File: src/rtl/core/dtwm_pkg.sv
// Shared constants, types and helpers for the dual template window matcher.
// No dependencies; the RTL files refer to it by scoped names, the testbench imports it.
package dtwm_pkg;

    localparam int MAX_WIDTH  = 64;
    localparam int MAX_HEIGHT = 64;
    localparam int PIXEL_BITS = 16;
    localparam int WIN        = 5;
    localparam int LINES      = WIN - 1;

    localparam int COL_W  = $clog2(MAX_WIDTH);
    localparam int ROW_W  = $clog2(MAX_HEIGHT);
    localparam int POS_W  = (COL_W > ROW_W) ? COL_W : ROW_W;
    localparam int SIZE_W = 7;
    localparam int PAT_W  = WIN * WIN;
    localparam int OUT_W  = 6;

    localparam int MAP_W  = MAX_WIDTH - LINES;
    localparam int MAP_H  = MAX_HEIGHT - LINES;
    localparam int MAP_RW = $clog2(MAP_H);
    localparam int MAP_CW = $clog2(MAP_W);

    localparam int TDATA_IN_W  = ((PIXEL_BITS + 7) / 8) * 8;
    localparam int TUSER_IN_W  = 1;
    localparam int TDATA_OUT_W = ((2 * OUT_W + 7) / 8) * 8;
    localparam int TUSER_OUT_W = 3;
    localparam int CFG_ADDR_W  = 2;
    localparam int CFG_DATA_W  = PAT_W;

    localparam logic [SIZE_W-1:0] RST_SIZE    = SIZE_W'(15);
    localparam logic [PAT_W-1:0]  RST_PATTERN = PAT_W'(33084991);

    typedef enum logic [CFG_ADDR_W-1:0] {
        CFG_WIDTH  = 2'd0,
        CFG_HEIGHT = 2'd1,
        CFG_PAT_A  = 2'd2,
        CFG_PAT_B  = 2'd3
    } t_cfg_idx;

    typedef logic [PIXEL_BITS-1:0]             t_pix;
    typedef logic [COL_W-1:0]                  t_col;
    typedef logic [ROW_W-1:0]                  t_row;
    typedef logic [POS_W-1:0]                  t_pos;
    typedef logic [SIZE_W-1:0]                 t_size;
    typedef logic [PAT_W-1:0]                  t_pat;
    typedef logic [LINES-1:0][PIXEL_BITS-1:0]  t_line;
    typedef logic [WIN-1:0][PIXEL_BITS-1:0]    t_wcol;

    typedef struct packed {
        logic fire;
        logic clr_pre;
        logic clr_post;
        logic mark;
        logic look;
        t_pos tc;
        t_pos tr;
    } t_map_req;

    function automatic t_size clamp_size(input t_size v, input t_size hi);
        t_size res;
        if (v < SIZE_W'(WIN)) begin
            res = SIZE_W'(WIN);
        end else if (v > hi) begin
            res = hi;
        end else begin
            res = v;
        end
        return res;
    endfunction

endpackage

File: src/rtl/core/dtwm_window.sv
// 5x5 window registers and the parallel compare against both templates.
// Uses dtwm_pkg.
module dtwm_window (
    input  logic             i_clk,
    input  logic             i_shift,
    input  dtwm_pkg::t_wcol  i_col,
    input  dtwm_pkg::t_pat   i_pat_a,
    input  dtwm_pkg::t_pat   i_pat_b,
    output logic             o_hit_a,
    output logic             o_hit_b
);

    logic [dtwm_pkg::WIN-1:0][dtwm_pkg::WIN-1:0][dtwm_pkg::PIXEL_BITS-1:0] r_win;
    logic [dtwm_pkg::WIN-1:0][dtwm_pkg::WIN-1:0][dtwm_pkg::PIXEL_BITS-1:0] n_win;
    logic [dtwm_pkg::PAT_W-1:0] w_eq_a;
    logic [dtwm_pkg::PAT_W-1:0] w_eq_b;

    always_comb begin
        for (int k = 0; k < dtwm_pkg::WIN; k++) begin
            for (int j = 0; j < dtwm_pkg::WIN - 1; j++) begin
                n_win[k][j] = r_win[k][j+1];
            end
            n_win[k][dtwm_pkg::WIN-1] = i_col[k];
        end
        for (int k = 0; k < dtwm_pkg::WIN; k++) begin
            for (int j = 0; j < dtwm_pkg::WIN; j++) begin
                w_eq_a[k*dtwm_pkg::WIN+j] =
                    (r_win[k][j] == dtwm_pkg::PIXEL_BITS'(i_pat_a[k*dtwm_pkg::WIN+j]));
                w_eq_b[k*dtwm_pkg::WIN+j] =
                    (r_win[k][j] == dtwm_pkg::PIXEL_BITS'(i_pat_b[k*dtwm_pkg::WIN+j]));
            end
        end
    end

    assign o_hit_a = &w_eq_a;
    assign o_hit_b = &w_eq_b;

    always_ff @(posedge i_clk) begin
        if (i_shift) begin
            r_win <= n_win;
        end
    end

endmodule

File: config.mk
export PLATFORM = sky130hd
export DESIGN_NAME = dtwm_window
export DESIGN_NICKNAME = d
export VERILOG_FILES = /design/src/rtl/core/dtwm_pkg.sv /design/src/rtl/core/dtwm_window.sv
export SDC_FILE = /design/constraint.sdc
export NUM_CORES = 1
export LEC_CHECK = 0
export BUFFER_PORTS_ARGS = -buffer_cell sky130_fd_sc_hd__buf_2
export CAP_MARGIN = 5
export CORE_ASPECT_RATIO = 1.75
export CORE_MARGIN = 4
export CORE_UTILIZATION = 62
export CTS_CLUSTER_SIZE = 25
export DETAILED_ROUTE_END_ITERATION = 8
export GPL_TIMING_DRIVEN = 0
export PLACE_DENSITY = 0.83
export RECOVER_POWER = 25
export SETUP_SLACK_MARGIN = 0.1
export SLEW_MARGIN = 10
export SYNTH_ARGS = -nofsm -noshare
export SYNTH_HDL_FRONTEND = slang
export SYNTH_SLANG_ARGS = --single-unit
File: constraint.sdc
create_clock -name i_clk -period 4.6 [get_ports i_clk]
set_input_delay 1.15 -clock i_clk [delete_from_list [all_inputs] [get_ports i_clk]]
set_output_delay 1.15 -clock i_clk [all_outputs]
set_load 0.05 [all_outputs]
After elaboration in Yosys (flattened, before gate mapping)
Index checks and enable logic that the tools add are counted.
{"block": "classes", "eq_ne": 50, "n_reduce_logical": 2}
{"cell": "16-bit by 1-bit equality test with 1-bit output", "n": 50}
{"cell": "25-bit AND reduction", "n": 2}
{"block": "totals", "reg_bits": 400, "in_bits": 132, "out_inout_bits": 2, "elab_cells": 77}

Longest topological paths before layout
{"block": "logic_depth", "word_depth": 2, "mapped_depth": 5, "depth_no_buf": 5}

Worst setup path after synthesis
Ideal clock, no wire load.
{"block": "synth_path", "path_kind": "in2out", "start": "input i_pat_a[3]", "end": "output o_hit_a", "t_arrival_ns": 2.779, "required_ns": 3.450, "setup_slack_ns": 0.671, "stages": 5, "n_path_buf": 0, "cell_sequence": "xnor2_1 -> nand4_1 -> nor4_1 -> nand3_1 -> nor3_1"}
{"block": "synth_between", "elab_chain_cells": 2}
{"element": "start, declared", "line_no": "dtwm_window.sv:7", "text": "input dtwm_pkg::t_pat i_pat_a,"}
{"element": "16-bit by 1-bit equality test with 1-bit output", "line_no": "dtwm_window.sv:28", "text": "(r_win[k][j] == dtwm_pkg::PIXEL_BITS'(i_pat_a[k*dtwm_pkg::WIN+j]));"}
{"element": "25-bit AND reduction", "line_no": "dtwm_window.sv:35", "text": "assign o_hit_a = &w_eq_a;"}
{"element": "end, declared", "line_no": "dtwm_window.sv:9", "text": "output logic o_hit_a,"}
No other way between the ends.

Worst setup path after layout
{"block": "layout_path", "start": "register r_win (netlist bit n_win[219])", "end": "output o_hit_b"}
{"block": "layout_between", "elab_chain_cells": 2}
{"element": "start, declared", "line_no": "dtwm_window.sv:13", "text": "logic [dtwm_pkg::WIN-1:0][dtwm_pkg::WIN-1:0][dtwm_pkg::PIXEL_BITS-1:0] r_win;"}
{"element": "start signal, assigned", "line_no": "dtwm_window.sv:40", "text": "r_win <= n_win;"}
{"element": "16-bit by 1-bit equality test with 1-bit output", "line_no": "dtwm_window.sv:30", "text": "(r_win[k][j] == dtwm_pkg::PIXEL_BITS'(i_pat_b[k*dtwm_pkg::WIN+j]));"}
{"element": "25-bit AND reduction", "line_no": "dtwm_window.sv:36", "text": "assign o_hit_b = &w_eq_b;"}
{"element": "end, declared", "line_no": "dtwm_window.sv:10", "text": "output logic o_hit_b"}
No other way between the ends.

==> run metrics <==
status=completed; Hold Buf Count CTS=0; # fillers=1146; Worst Skew=0.01489 ns; initial core utilization=63.40%; CP Class=flop to primary output; adder-cell area share of the yosys netlist=0%; io pins=134; post-synth top area share=between 80% and 90%; H-tree Lvls=2; Lkg Pwr=0.005205 uW; die area=approximately 0.024 mm^2; syn avg cell area=22.30 um^2; clock-pin slew on the worst setup and hold paths=0.06 ns; register area=0.01201 mm^2; WP data arrival=roughly 3.3 ns; core footprint=around 0.021 mm^2; fin crit share=95.75%; clk root buf=clkbuf_16; Die Span Y=approximately 200 um; largest family of logic cells by synthesized area=simple AND/OR/NAND/NOR gates; Syn Std Cell Area=~0.013 mm^2; Total GRT Usage=19.29%; Sink Count=400; mux share of post-synthesis cell area=0%; Synth area leaders=edfxtp_1 90%, nor4_1 4.6%, xnor2_1 2.3%; Synth Area in Simple Gates=approximately 7%; first-pass GRT wire length=between 30000 and 40000 um; ANT nets after route=0; met3 usage=3.947%; Congestion Overflow GR=0; Synthesis Warnings=0; Syn Inst Count=600; met1 Use GR=a little over a fifth; Final Hold Violating Endpoints=0; clk buf depth=3; CP endpoint kind=primary output; met2 usage in global routing=between 30% and 40%; CTS tree=yes; post-detail-place hpwl=15340 um; Avg WL per Cell=20.86 um; GRT busiest layer=met2; CTS Buf Count=35; I/O Buffers=133; area fraction in compound gates after synthesis=0%; number of global-route vias before repair=6730; Post-CTS Setup Inserts=0; largest net degree at the start of global routing=125; Post-Synth XOR/XNOR Area=3.272%; maxcap violations=0; PD cells=471.8 mW/mm^2; area grow syn2layout=16.40%; layout cells sized above 1=23.65%; area leader, netlist=edfxtp_1; CP required=3.45 ns; Util after Layout=73.80%; post-route minimum period=between 4 and 5 ns; FP Rows=70; final wirelength=~23000 um; clk_lat worst skew=0.52 ns; initial antenna violation count=0; Via density=5.680; maximum vdd ir drop=0.5177 mV; Vias=6180; Max Slew Vio Count=0; RSZ-0062 raised after global routing=no; TritonRoute pass-1 iters=5; Worst-Margin Slew=0.7929 ns; Crit Path Max Fanout=2; # setup viols final=0; DRT iter0 DRCs=about 550; setup_tns=0 ns; routability congestion estimate=0.8864; Yosys reg bits=400; crit path launch type=flop; multi-input logic area=0.001378 mm^2; hold crit path type=flop to flop; post-synth cell types=11; sequential fraction of the synthesis area=89.75%; Remaining DRCs=0; Slew headroom=between 40 and 50%; Syn Nets=732; DIE WIDTH=119.1 um; fin nets=905; Max Freq=about 230 MHz
-- state kept, by name (all words and copies together) (netlist names) --
signal  flops
n_win     320
r_win      80
-- cell families (layout without fill, tap and decap cells) --
kind of cell,count (synthesis),in the layout
flip-flops,400,400
AND/OR/NAND/NOR,150,150
XOR/XNOR,50,50
other,0,1
buffers and inverters,0,199
-- routing by layer --
metal	share of wire, %	up-vias
met5	0	-
met4	6.1	0
met3	4.6	77
met2	54	210
met1	35	3027
li1	-	2866
-- where the power goes --
part / internal (uW) / switching (uW) / leakage [uW] / total, uW
registers: 4300 / 138 / 0.00391 / 4440
logic: 88.7 / 115 / 0.000772 / 203
clock network: 1510 / 1200 / 0.000518 / 2710
total: 5900 / 1450 / 0.00521 / 7350
-- final cells by class --
class	instances	share of cell area, %
sequential	400	77.11
clock buffer	48	6.072
clock inverter	15	0.7791
antenna	1	0.01606
multi-input combinational	200	8.843
timing repair buffer	136	4.867
tap	288	2.313
-- worst paths after layout --
kind | to | slack (ns) | depth (start not counted) | start
max | o_hit_b | 0.20 | 6 | n_win[219]
min | r_win[6] | 0.45 | 0 | n_win[6]
max reg2reg | n_win[206] | 3.84 | 0 | n_win[222]
min reg2reg | r_win[6] | 0.45 | 0 | n_win[6]
-- metrics by stage --
| step | hold slack [ns] | std cells | power [uW] | setup WS, ns | area, um^2 |
|---|---|---|---|---|---|
| finish | 0.4465 | 1088 | 7349 | 0.1955 | 15580 |
| floorplan | 0.4268 | 600 | 4505 | 0.6706 | 13380 |
| global placement | 0.4292 | 1021 | 4715 | -2.741 | 14410 |
| detailed placement | 0.4346 | 1024 | 4714 | 0.4526 | 14500 |
| global route | 0.4563 | 1087 | 7619 | 0.1453 | 15570 |
| CTS | 0.4471 | 1087 | 7424 | 0.1337 | 15570 |
-- Yosys cell counts --
master,number
and4bb_1,1
edfxtp_1,400
nand2_1,3
nand3_1,7
nand4_1,29
nor2_1,3
nor3_1,5
nor4_1,99
nor4_2,3
xnor2_1,35
xor2_1,15
-- critical path, stage by stage, from the launching register on --
cell and delay [ns]:
edfxtp_1 0.39, nor4_1 0.59, nand4_1 0.23, nor4_2 0.66
nand3_1 0.27, and4bb_1 0.33, buf_2 0.27
-- timing repair --
item	4_1_cts	5_1_grt
endpoints found under the setup margin	2	0
endpoints found under the hold margin	0	0
resized for setup	1	0
-- cell usage in the layout (no fill, tap or decap) --
cell,count
clkinv_8,1
clkinvlp_4,2
and4bb_1,1
clkinv_2,7
buf_8,1
edfxtp_1,400
xnor2_1,35
nand3_1,7
buf_2,132
clkbuf_1,12
nor4_1,98
clkbuf_16,36
nor3_1,5
nand2_1,3
buf_16,3
clkinv_4,1
nor2_1,3
nand4_1,29
bufinv_16,1
nor4_2,4
diode_2,1
clkinv_1,2
xor2_1,15
inv_6,1
Note: power is estimated with default switching activity, not from simulation.
