**config.mk**
```make
export PLATFORM = sky130hd
export DESIGN_NAME = dtwm_line_buf
export DESIGN_NICKNAME = d
export VERILOG_FILES = /design/src/rtl/core/dtwm_pkg.sv /design/src/rtl/core/dtwm_line_buf.sv
export SDC_FILE = /design/constraint.sdc
export NUM_CORES = 2
export LEC_CHECK = 0
export BUFFER_PORTS_ARGS = -buffer_cell sky130_fd_sc_hd__buf_2
export CAP_MARGIN = 20
export CORE_ASPECT_RATIO = 0.6
export CORE_UTILIZATION = 57
export DETAILED_ROUTE_END_ITERATION = 10
export PLACE_DENSITY = 0.76
export SLEW_MARGIN = 20
export SYNTH_ARGS = -nofsm -noshare
export SYNTH_HDL_FRONTEND = slang
export SYNTH_SLANG_ARGS = --single-unit
```
**constraint.sdc**
```tcl
create_clock -name i_clk -period 6 [get_ports i_clk]
set_clock_uncertainty 0.15 [all_clocks]
set_input_delay 0.6 -clock i_clk [delete_from_list [all_inputs] [get_ports i_clk]]
set_output_delay 0.6 -clock i_clk [all_outputs]
set_load 0.02 [all_outputs]
```
**src/rtl/core/dtwm_pkg.sv**
```systemverilog
// Shared constants, types and helpers for the dual template window matcher.
// No dependencies; the RTL files refer to it by scoped names, the testbench imports it.
package dtwm_pkg;

    localparam int MAX_WIDTH  = 64;
    localparam int MAX_HEIGHT = 64;
    localparam int PIXEL_BITS = 16;
    localparam int WIN        = 5;
    localparam int LINES      = WIN - 1;

    localparam int COL_W  = $clog2(MAX_WIDTH);
    localparam int ROW_W  = $clog2(MAX_HEIGHT);
    localparam int POS_W  = (COL_W > ROW_W) ? COL_W : ROW_W;
    localparam int SIZE_W = 7;
    localparam int PAT_W  = WIN * WIN;
    localparam int OUT_W  = 6;

    localparam int MAP_W  = MAX_WIDTH - LINES;
    localparam int MAP_H  = MAX_HEIGHT - LINES;
    localparam int MAP_RW = $clog2(MAP_H);
    localparam int MAP_CW = $clog2(MAP_W);

    localparam int TDATA_IN_W  = ((PIXEL_BITS + 7) / 8) * 8;
    localparam int TUSER_IN_W  = 1;
    localparam int TDATA_OUT_W = ((2 * OUT_W + 7) / 8) * 8;
    localparam int TUSER_OUT_W = 3;
    localparam int CFG_ADDR_W  = 2;
    localparam int CFG_DATA_W  = PAT_W;

    localparam logic [SIZE_W-1:0] RST_SIZE    = SIZE_W'(15);
    localparam logic [PAT_W-1:0]  RST_PATTERN = PAT_W'(33084991);

    typedef enum logic [CFG_ADDR_W-1:0] {
        CFG_WIDTH  = 2'd0,
        CFG_HEIGHT = 2'd1,
        CFG_PAT_A  = 2'd2,
        CFG_PAT_B  = 2'd3
    } t_cfg_idx;

    typedef logic [PIXEL_BITS-1:0]             t_pix;
    typedef logic [COL_W-1:0]                  t_col;
    typedef logic [ROW_W-1:0]                  t_row;
    typedef logic [POS_W-1:0]                  t_pos;
    typedef logic [SIZE_W-1:0]                 t_size;
    typedef logic [PAT_W-1:0]                  t_pat;
    typedef logic [LINES-1:0][PIXEL_BITS-1:0]  t_line;
    typedef logic [WIN-1:0][PIXEL_BITS-1:0]    t_wcol;

    typedef struct packed {
        logic fire;
        logic clr_pre;
        logic clr_post;
        logic mark;
        logic look;
        t_pos tc;
        t_pos tr;
    } t_map_req;

    function automatic t_size clamp_size(input t_size v, input t_size hi);
        t_size res;
        if (v < SIZE_W'(WIN)) begin
            res = SIZE_W'(WIN);
        end else if (v > hi) begin
            res = hi;
        end else begin
            res = v;
        end
        return res;
    endfunction

endpackage

```
**src/rtl/core/dtwm_line_buf.sv**
```systemverilog
// Line store memory: one entry per column holding the four previous rows.
// Read-modify-write per pixel with forwarding; uses dtwm_pkg.
module dtwm_line_buf (
    input  logic                 i_clk,
    input  logic                 i_rst_n,
    input  logic                 i_adv,
    input  logic                 i_rd_en,
    input  dtwm_pkg::t_col       i_rd_col,
    input  logic                 i_wr_en,
    input  dtwm_pkg::t_col       i_wr_col,
    input  dtwm_pkg::t_pix       i_pix,
    output dtwm_pkg::t_wcol      o_col
);

    dtwm_pkg::t_line r_mem [dtwm_pkg::MAX_WIDTH];
    logic [dtwm_pkg::MAX_WIDTH-1:0] r_lv;
    dtwm_pkg::t_line r_rd_q;
    logic            r_rd_v;
    logic            r_fwd_v;
    dtwm_pkg::t_col  r_fwd_col;
    dtwm_pkg::t_line r_fwd_d;
    dtwm_pkg::t_line w_old;
    dtwm_pkg::t_line w_wr;

    always_comb begin
        if (r_fwd_v && (r_fwd_col == i_wr_col)) begin
            w_old = r_fwd_d;
        end else if (r_rd_v) begin
            w_old = r_rd_q;
        end else begin
            w_old = '0;
        end
        for (int k = 0; k < dtwm_pkg::LINES; k++) begin
            o_col[k] = w_old[k];
        end
        o_col[dtwm_pkg::LINES] = i_pix;
        for (int k = 0; k < dtwm_pkg::LINES - 1; k++) begin
            w_wr[k] = w_old[k+1];
        end
        w_wr[dtwm_pkg::LINES-1] = i_pix;
    end

    always_ff @(posedge i_clk) begin
        if (i_wr_en) begin
            r_mem[i_wr_col] <= w_wr;
        end
        if (i_rd_en) begin
            r_rd_q <= r_mem[i_rd_col];
        end
        if (i_adv) begin
            r_fwd_col <= i_wr_col;
            r_fwd_d   <= w_wr;
        end
    end

    always_ff @(posedge i_clk) begin
        if (!i_rst_n) begin
            r_lv    <= '0;
            r_rd_v  <= 1'b0;
            r_fwd_v <= 1'b0;
        end else begin
            if (i_wr_en) begin
                r_lv[i_wr_col] <= 1'b1;
            end
            if (i_rd_en) begin
                r_rd_v <= r_lv[i_rd_col];
            end
            if (i_adv) begin
                r_fwd_v <= i_wr_en;
            end
        end
    end

endmodule

```
* After elaboration in Yosys (flattened, before gate mapping)
Memory sizes are Yosys's and may differ from the RTL's. A register that Yosys moved wholly into a read port is not among the register bits.
Cells that the tools add are included.
** Word-level totals
- Register bits :: 136
- Bits in writable memories :: 4096
- Output and inout port bits :: 80
- Logic and storage cells :: 24
- Memories kept :: 1
** Cells by class
- Order comparisons :: 3
- Equal/unequal tests :: 1
- Multiplexer cells :: 8
- Bitwise operators :: 1
- Reductions and logical operators :: 2
** Memories
- r_mem :: depth 64, bits a word 64, rd ports 1, clocked after Yosys merged registers in 1, wr ports 1, line dtwm_line_buf.sv:15 : dtwm_pkg::t_line r_mem [dtwm_pkg::MAX_WIDTH];
** Operators by type and width (number)
- 64-bit 2-to-1 mux :: 2
- 64-bit bitwise OR :: 1
- 6-bit by 7-bit less-than comparator with 1-bit output (second input constant) :: 2
- 1-bit binary-select mux with 6-bit select :: 1
- 1-bit demux with 6-bit select :: 1
- 6-bit == test :: 1
- 6-bit by 1-bit >= comparator with 1-bit output (second input constant) :: 1
- 1-bit 2-to-1 mux :: 4
- 1-bit logical AND :: 2

* Longest topological paths before layout
- Word-level depth :: 5
- Mapped depth :: 9
- Mapped depth without buffers :: 5

* Worst setup path after synthesis
No wires, ideal clock.
- Kind :: input-to-reg
- Start :: in i_wr_en
- End :: mem r_mem[40][0] (netlist name) (enable)
- Data arrival time :: 5721 ps
- Required time :: 5283 ps
- Slack :: -438 ps
- Stages :: 4
- Buffers on the path :: 1
- Cells stage by stage :: clkbuf_1 -> nor2b_1 -> nand3_1 -> nor3_1
** Between the ends
- Cells in the longest elaborated chain, start to end :: 2
** Ends and longest elaborated chain
- from (decl) :: line dtwm_line_buf.sv:9 : input logic i_wr_en,
- 1-bit 2-to-1 mux :: line dtwm_line_buf.sv:44 : if (i_wr_en) begin
- 1-bit 2-to-1 mux (implied by the code) :: line dtwm_line_buf.sv:45 : r_mem[i_wr_col] <= w_wr;
- to (decl) :: line dtwm_line_buf.sv:15
Every way passes these cells.

==> summary.md <==
| Metric | Value |
|---|---|
| Routed len/inst | 44.0 um |
| Leak | 61.0 nW |
| Total CTS buffers | 353 |
| Cell Chain, Critical Path | dlygate4sd3_1 -> buf_2 -> xnor2_1 -> nand4_1 -> nor4_2 -> buf_12 -> nand2_1 -> o21ai_4 -> buf_4 -> buf_2 |
| Die ar. | 287000 um^2 |
| Fmax | 0.200 GHz |
| Congestion Overflow GR | 0 |
| Num rows | 151 |
| Critical Path Start | i_wr_col[0] |
| Clock Pin Slew Worst Setup and Hold Paths | 0.07 ns |
| RSZ-0062 raised after global routing | false |
| IO Count | 113 |
| Largest net degree at the start of global routing | 94 |
| Maximum VDD drop | 403 uV |
| Final WL | 477000 um |
| Area Overhead vs Synth | 11.7% |
| Most frequent cells in the layout | 4230 x edfxtp_1, 1356 x mux4_2, 362 x clkbuf_16 |
| Initial Util | 57.5% |
| Nets | 6853 |
| First-pass DRT Iterations | 6 |
| Max clock buf depth | 4 |
| Fillers | 17.1k |
| Reg2reg setup slack | 2.61 ns |
| Setup TNS | 0 ns |
| Commonest non-fill, non-tap cell in the layout | edfxtp_1 |
| Max-slew headroom | 15.6% |
| Worst hold path class | in2reg |
| Post-Synthesis Net Count | 6442 |
| Clock Latency Late Sink | 0.94 ns |
| Clk root buf | clkbuf_16 |
| R2r worst-path depth | 7 |
| Fin crit period | 4.99 ns |
| Critical path's slowest cell | buf_4 |
| Worst path max stage delay | 0.54 ns |
| Vias | 81.0k |
| Reg-to-Reg Start | r_fwd_col[0] |
| Max-Cap Viols | 0 |
| Sequential share of the synthesized area | 79.0% |
| CP endpoint kind | primary output |
| Sink Count | 4296 |
| Synthesized area per cell | 25.4 um^2 |
| Synth cell types | 35 |
| Slew @ Worst Pin | 1.27 ns |
| Hold WS | 0.0732 ns |
| Synthesized area | 163000 um^2 |
| P per Cell Area | 322 nW/um^2 |
| DP Wirelength | 231000 um |
| Setup slack at placement | 1.60 ns |
| TritonCTS clock tree | done |
| CP Launch Type | input port |
| Yosys warnings | 0 |
| Layout cell share with drive strength beyond 1 | 33.3% |
| Die X | 691 um |
| Synthesized instance count | 6409 |
| DRC | 0 |
| Final Max Slew Viols | 0 |
| Critical path data arrival time | 4.24 ns |
| Worst path most repeated cell | buf_2 |
| PortBufs | 112 |
| Final WS setup | 1.01 ns |
| Antenna-violating nets left | 0 |
| Final Cycle Share | 83.2% |
| Die Ht | 416 um |
| R2R Path End | r_mem[0][23] |
| GRT Resource Usage Total | 33.2% |
| Antenna violations before repair | 17 |
| Initial drt markers | 15.6k |
| H-tree Lvls | 5 |
| Final hold vios | 0 |
| CP required | 5.25 ns |
| Final setup viols | 0 |
| Yosys reg bits | 4296 |
| Core area | 283000 um^2 |
| Outcome | finished clean |
| WS Path Type | in2out |
| Vias/cell | 7.47 |
| Vias in the first global route | 80.1k |
| Worst-path fanout max | 80 |
| Global-route wire length before repair | 651000 um |
| RePlAce Congestion | 0.803 |
| Crit path to | o_col[32] |
| Post-CTS sizing | 0 |
-- cells in the mapped netlist, drive strengths merged --
cell / n / area (um^2)
xnor2: 3 / 26.3
o2111ai: 1 / 8.76
mux2: 2 / 22.5
nand3: 10 / 50.1
a21oi: 4 / 20.0
mux4: 1356 / 30500
o31ai: 2 / 15.0
o311ai: 2 / 17.5
and3: 2 / 12.5
nor2: 63 / 236
a41o: 1 / 10.0
dfxtp: 66 / 1320
a31oi: 1 / 6.26
nand2: 133 / 499
and3b: 3 / 26.3
nand4: 4 / 25.0
or2: 2 / 12.5
xor2: 3 / 26.3
nor2b: 8 / 50.1
nand3b: 1 / 7.51
edfxtp: 4230 / 127000
o211ai: 1 / 7.51
o21a: 64 / 480
nor3: 4 / 20.0
buf: 161 / 830
nor4: 1 / 6.26
clkbuf: 200 / 751
or3: 1 / 6.26
o21ai: 64 / 320
a22o: 2 / 17.5
mux2i: 7 / 70.1
nand2b: 7 / 43.8
-- repair_timing --
action                    in CTS  in global routing
hold endpoints to repair       7                  0
setup buffers                  0                  0
hold buffers                   7                  0
-- layer usage --
layer  wire length, um  vias to the layer above  track usage, %  part of all wire (%)
met5                77                        -               0                 0.016
met1            162000                    42617            47.2                    34
met4             23600                       12            13.6                   4.9
met3             82100                     1379            11.5                    17
li1                  -                    28659               -                     -
met2            210000                     8345            47.8                    44
-- worst min-delay path by stage --
| stage | startpoint | end | slack (ns) | cells past startpoint |
|---|---|---|---|---|
| after floorplan | r_lv[20] | r_lv[20] | 0.29 | 1 |
| after global placement | r_lv[62] | r_lv[62] | 0.29 | 1 |
| after detailed placement | r_lv[63] | r_lv[63] | 0.30 | 1 |
| after CTS | i_adv | r_fwd_d[56] | 0.06 | 1 |
| after global routing | i_adv | r_fwd_d[50] | 0.07 | 1 |
| final | i_pix[0] | r_mem[44][48] | 0.07 | 1 |
-- report_power, final --
| group | switching, W | internal (W) | total, W |
|---|---|---|---|
| sequential | 0.0000939 | 0.0330 | 0.0331 |
| clock | 0.0107 | 0.0122 | 0.0229 |
| combinational | 0.00148 | 0.000996 | 0.00247 |
-- sequential cells by signal (all words and copies together), names as in the netlist --
register and flops:
r_fwd_col 6, r_fwd_d 64, r_fwd_v 1, r_lv 64
r_mem 4096, r_rd_q 64, r_rd_v 1
-- per-stage QoR --
step | std cells | power [W] | area [um^2] | utilization [%]
2_1_floorplan | 6409 | 0.0352 | 163000 | -
3_3_place_gp | 10202 | 0.0361 | 170000 | 60.2
3_5_place_dp | 10203 | 0.0361 | 170000 | 60.2
4_1_cts | 10835 | 0.0584 | 181000 | 64.1
5_1_grt | 10838 | 0.0596 | 181000 | 64.2
6_report | 10843 | 0.0584 | 181000 | 64.2
-- kinds of logic after synthesis --
group	share of synthesized area, %
multiplexers	18.8
AND/OR/NAND/NOR	0.613
buffers and inverters	0.972
flip-flops	79.0
XOR/XNOR	0.0323
AO/OA/AOI/OAI	0.556
-- worst max-delay path: cells and delay by family --
family,cells,cell delay [ns]
buffers and inverters,5,2.40
XOR/XNOR,1,0.19
AO/OA/AOI/OAI,1,0.10
AND/OR/NAND/NOR,3,0.76
-- area by class of cell --
type	count	area (um^2)	share of cell area, %
clock buffer	447	9380	5.17
tap	3748	4690	2.58
clock inverter	178	1560	0.858
sequential	4296	128000	70.7
multi-input combinational	1752	33600	18.5
antenna	5	12.5	0.00689
timing repair buffer	417	3890	2.14
(Power assumes the default switching activity.)
